[src/rtl/mbq_pkg.sv]
package mbq_pkg;

	localparam int NUM_CHANNELS = 8;
	localparam int CH_W         = 3;
	localparam int DATA_W       = 24;
	localparam int COEF_W       = 32;
	localparam int FRAC_W       = 28;
	localparam int PROD_W       = COEF_W + DATA_W;
	localparam int ACC_W        = PROD_W + 4;
	localparam int HIST_AW      = (NUM_CHANNELS > 1) ? $clog2(NUM_CHANNELS) : 1;
	localparam int QUEUE_DEPTH  = 4;
	localparam int QUEUE_AW     = $clog2(QUEUE_DEPTH);
	localparam int ADDR_W       = 5;
	localparam int REG_IDX_W    = 3;

	localparam logic [REG_IDX_W-1:0] REG_B0 = 3'd0;
	localparam logic [REG_IDX_W-1:0] REG_B1 = 3'd1;
	localparam logic [REG_IDX_W-1:0] REG_B2 = 3'd2;
	localparam logic [REG_IDX_W-1:0] REG_A1 = 3'd3;
	localparam logic [REG_IDX_W-1:0] REG_A2 = 3'd4;

	// butterworth low-pass, fs 1 khz, fc 10 hz
	localparam logic signed [COEF_W-1:0] B0_RST = 32'sd253590;
	localparam logic signed [COEF_W-1:0] B1_RST = 32'sd507179;
	localparam logic signed [COEF_W-1:0] B2_RST = 32'sd253590;
	localparam logic signed [COEF_W-1:0] A1_RST = -32'sd513033057;
	localparam logic signed [COEF_W-1:0] A2_RST = 32'sd245611955;

	typedef struct packed {
		logic [CH_W-1:0]          channel;
		logic signed [DATA_W-1:0] sample;
		logic                     in_range;
	} mbq_item_t;

	typedef struct packed {
		logic signed [COEF_W-1:0] b0;
		logic signed [COEF_W-1:0] b1;
		logic signed [COEF_W-1:0] b2;
		logic signed [COEF_W-1:0] a1;
		logic signed [COEF_W-1:0] a2;
	} mbq_coef_t;

endpackage

[src/rtl/mbq_regs.sv]
module mbq_regs import mbq_pkg::*; (
	input  logic                clk,
	input  logic                arst_n,
	input  logic                psel,
	input  logic                penable,
	input  logic                pwrite,
	input  logic [ADDR_W-1:0]   paddr,
	input  logic [COEF_W-1:0]   pwdata,
	output logic [COEF_W-1:0]   prdata,
	output logic                pready,
	output mbq_coef_t           coef
);

	mbq_coef_t              coef_q;
	logic [REG_IDX_W-1:0]   idx;
	logic                   wr_en;

	assign idx    = paddr[ADDR_W-1:2];
	assign wr_en  = psel && penable && pwrite;
	assign pready = 1'b1;
	assign coef   = coef_q;

	always_ff @(posedge clk or negedge arst_n) begin
		if (!arst_n) begin
			coef_q.b0 <= B0_RST;
			coef_q.b1 <= B1_RST;
			coef_q.b2 <= B2_RST;
			coef_q.a1 <= A1_RST;
			coef_q.a2 <= A2_RST;
		end else if (wr_en) begin
			case (idx)
				REG_B0: coef_q.b0 <= pwdata;
				REG_B1: coef_q.b1 <= pwdata;
				REG_B2: coef_q.b2 <= pwdata;
				REG_A1: coef_q.a1 <= pwdata;
				REG_A2: coef_q.a2 <= pwdata;
				default: ;
			endcase
		end
	end

	always_comb begin
		case (idx)
			REG_B0:  prdata = coef_q.b0;
			REG_B1:  prdata = coef_q.b1;
			REG_B2:  prdata = coef_q.b2;
			REG_A1:  prdata = coef_q.a1;
			REG_A2:  prdata = coef_q.a2;
			default: prdata = '0;
		endcase
	end

endmodule

[config.mk]
export PLATFORM = sky130hd
export DESIGN_NAME = mbq_regs
export DESIGN_NICKNAME = d
export VERILOG_FILES = /design/src/rtl/mbq_pkg.sv /design/src/rtl/mbq_regs.sv
export SDC_FILE = /design/constraint.sdc
export NUM_CORES = 1
export LEC_CHECK = 0
export ABC_AREA = 1
export BUFFER_PORTS_ARGS = -buffer_cell sky130_fd_sc_hd__buf_2
export CAP_MARGIN = 20
export CORE_ASPECT_RATIO = 0.8
export CORE_UTILIZATION = 49
export DETAILED_ROUTE_END_ITERATION = 6
export HOLD_SLACK_MARGIN = 0.03
export PLACE_DENSITY = 0.77
export SYNTH_ARGS = -nofsm -noshare
export SYNTH_HDL_FRONTEND = slang
export SYNTH_SLANG_ARGS = --single-unit
[constraint.sdc]
create_clock -name clk -period 2.4 [get_ports clk]
set_input_delay 0.48 -clock clk [delete_from_list [all_inputs] [get_ports clk]]
set_output_delay 0.48 -clock clk [all_outputs]
set_load 0.02 [all_outputs]
==> reports/results.ini <==
[timing]
fmax_ghz=0.453
fin_skew_ns=0
slew_violations=0
rsz0062_at_grt=false
finalCritPeriodShare_pct=92.0
finalSetupViolCount=0
tightestPinTransition_ns=0.703
fin_crit_ns=2.21
finalHoldViolCount=0
tns_ns=0
maxSlewHeadroom_pct=53.1

[clock_network]
hold_buffers=1
clock-sinks=160
tritoncts=done
htree_levels=4
cts_resized=0
insertion_delay_ns=0.42
cts_buffers=17
post-cts-setup-buffers=0
root_buffer=clkbuf_16
cts_buffer_depth=2
path_clk_slew_ns=0.06

[floorplanning]
io_pins=235
die_area_mm2=0.0162
core-area_mm2=0.0152
die-width_um=142
start_util_pct=50.8
rows=40
die_h_um=114

[yosys]
ys_warn_count=0
synth_area_mm2=0.00770
ys_types=26
avgSynthCellArea_um2=8.25
synthCells=934
synth_seq_cells=160
syn_nets=976
ys_seq_area_share_pct=53.2

[layout]
largest_register_ffs=160
num-fill-cells=1295
layout-drive-gt1-share_pct=34.0
layout.nets=1186
mostFrequentLayoutCells=nand2_1, buf_2, o21ai_0, dfrtp_1, inv_1
final_common_cell=nand2_1
register_area_mm2=0.00410
antenna_cells=0
syn2layout_area_growth_pct=26.1
multiInputGateArea_mm2=0.00290

[critical_path]
startpoint=paddr[2]
cpMaxStageDelayCell=nand3_4
reg2reg_slack_ns=1.54
crit_arrival_ns=1.73
cp-endpoint=prdata[30]
critPathMostFrequentCell=buf_2
required_ns=1.92
worstReg2RegEnd=coef[35]
crit_fanout=25
crit_type=input pin to output port
crit_buf_inv=3
worst_path_largest_cell_delay_ns=0.38
regToRegStartpoint=coef[35]
r2r_cells=2
cp.depth=6
path_delay_family=buffers and inverters
critPathCaptureType=output port
path_cells=buf_2 > nand3_4 > o21ai_0 > inv_1 > nand2_1 > buf_2
start_kind=input pin

[routing]
dr.first_iter.drc_count=651
vias=7324
drt.antenna.violating_nets=0
postRouteWirelength_um=23700
vias_per_cell=5.36
wl_per_cell_um=17.3
drc_errors=0
drtPass1Iterations=6

[place]
gp_congestion=0.849
hpwl_um=15600
portBuffers=231

[pwr]
combPwrFrac_pct=25.7
netSwitchingFraction_pct=34.1
powerDensity_mw_per_mm2=947
intPower_mw=6.06
p_clk_share_pct=32.9
ir_worst_vdd_mv=0.683
switching_power_mw=3.14
power.leakage_nw=5.14
seqPwrFrac_pct=41.4
total_power_mw=9.20

[global_routing]
grt_pass1_vias=6601
grt_max_degree=68
grt_usage_pct=30.1
grt_remaining_overflow=0
antenna_found_initial=0
grt_pass1_wl_um=36800

[worst_hold_path]
min-delay-start=pwdata[11]
hp-class=input pin to register

[status]
outcome=completed

[job]
maxCapViolCount=0

[worst min-delay path by stage]
stage                            to  cells past startpoint
after CTS                  coef[43]                      3
after detailed placement   coef[93]                      1
after floorplan           coef[100]                      0
after global placement     coef[93]                      1
after global routing       coef[56]                      3
final                      coef[43]                      3
[Yosys cell counts (all sizes together)]
cell      n  area, um2
buf      41        279
clkbuf   25       95.1
conb      1       3.75
dfrtp    85       2130
dfstp    75       1970
inv      85        329
nand2   278       1070
nand3    70        405
nand4    48        300
nor2     51        214
o21ai   175        906
[stage by stage]
stage               util [%]  setup slack, ns  hold WS [ns]  area (um2)  cells
CTS                     64.1            0.193         0.245        9710   1367
floorplan                  -            0.505         0.184        7700    934
detailed placement      59.6            0.194         0.399        9040   1334
global placement        59.6            0.209         0.398        9040   1334
finish                  64.1            0.191         0.263        9710   1367
global route            64.1           0.0711         0.267        9710   1367
[worst min-delay path: cells and delay by family]
kind,cells,cell delay (ns)
buf+inv,1,0.10
simple gates,2,0.10
[power by group through the flow]
stage               clock network, mW  registers (mW)  logic, mW
finish                           3.03            3.81       2.36
global route                     3.17            3.87       2.57
CTS                              3.06            3.80       2.38
detailed placement                  0            3.84       2.36
global placement                    0            3.82       2.32
floorplan                           0            4.44      0.787
[cells by family after synthesis]
| kind of cell | Yosys count | synth area share, % |
|---|---|---|
| buffers and inverters | 151 | 9.13 |
| AOI/OAI and AO/OA | 175 | 11.8 |
| and+or+nand+nor | 447 | 25.9 |
| DFF | 160 | 53.2 |
| other | 1 | 0.0487 |
[layer usage]
layer / wire length, um / track usage [%] / part of all wire [%] / up-vias
li1: - / - / - / 3459
met1: 10200 / 42.6 / 43 / 3475
met2: 10900 / 46.6 / 46 / 369
met3: 2330 / 6.98 / 9.8 / 21
met4: 272 / 8.10 / 1.1 / 0
met5: 0 / 0 / 0 / -
[area by class of cell]
class | count | share of cell area, %
Clock buffer | 20 | 4.70
Clock inverter | 12 | 2.11
Inverter | 85 | 3.39
Multi-Input combinational cell | 623 | 29.9
Sequential cell | 160 | 42.2
Tap cell | 210 | 2.70
Timing Repair Buffer | 257 | 15.0
Note: power is estimated with default switching activity, not from simulation.
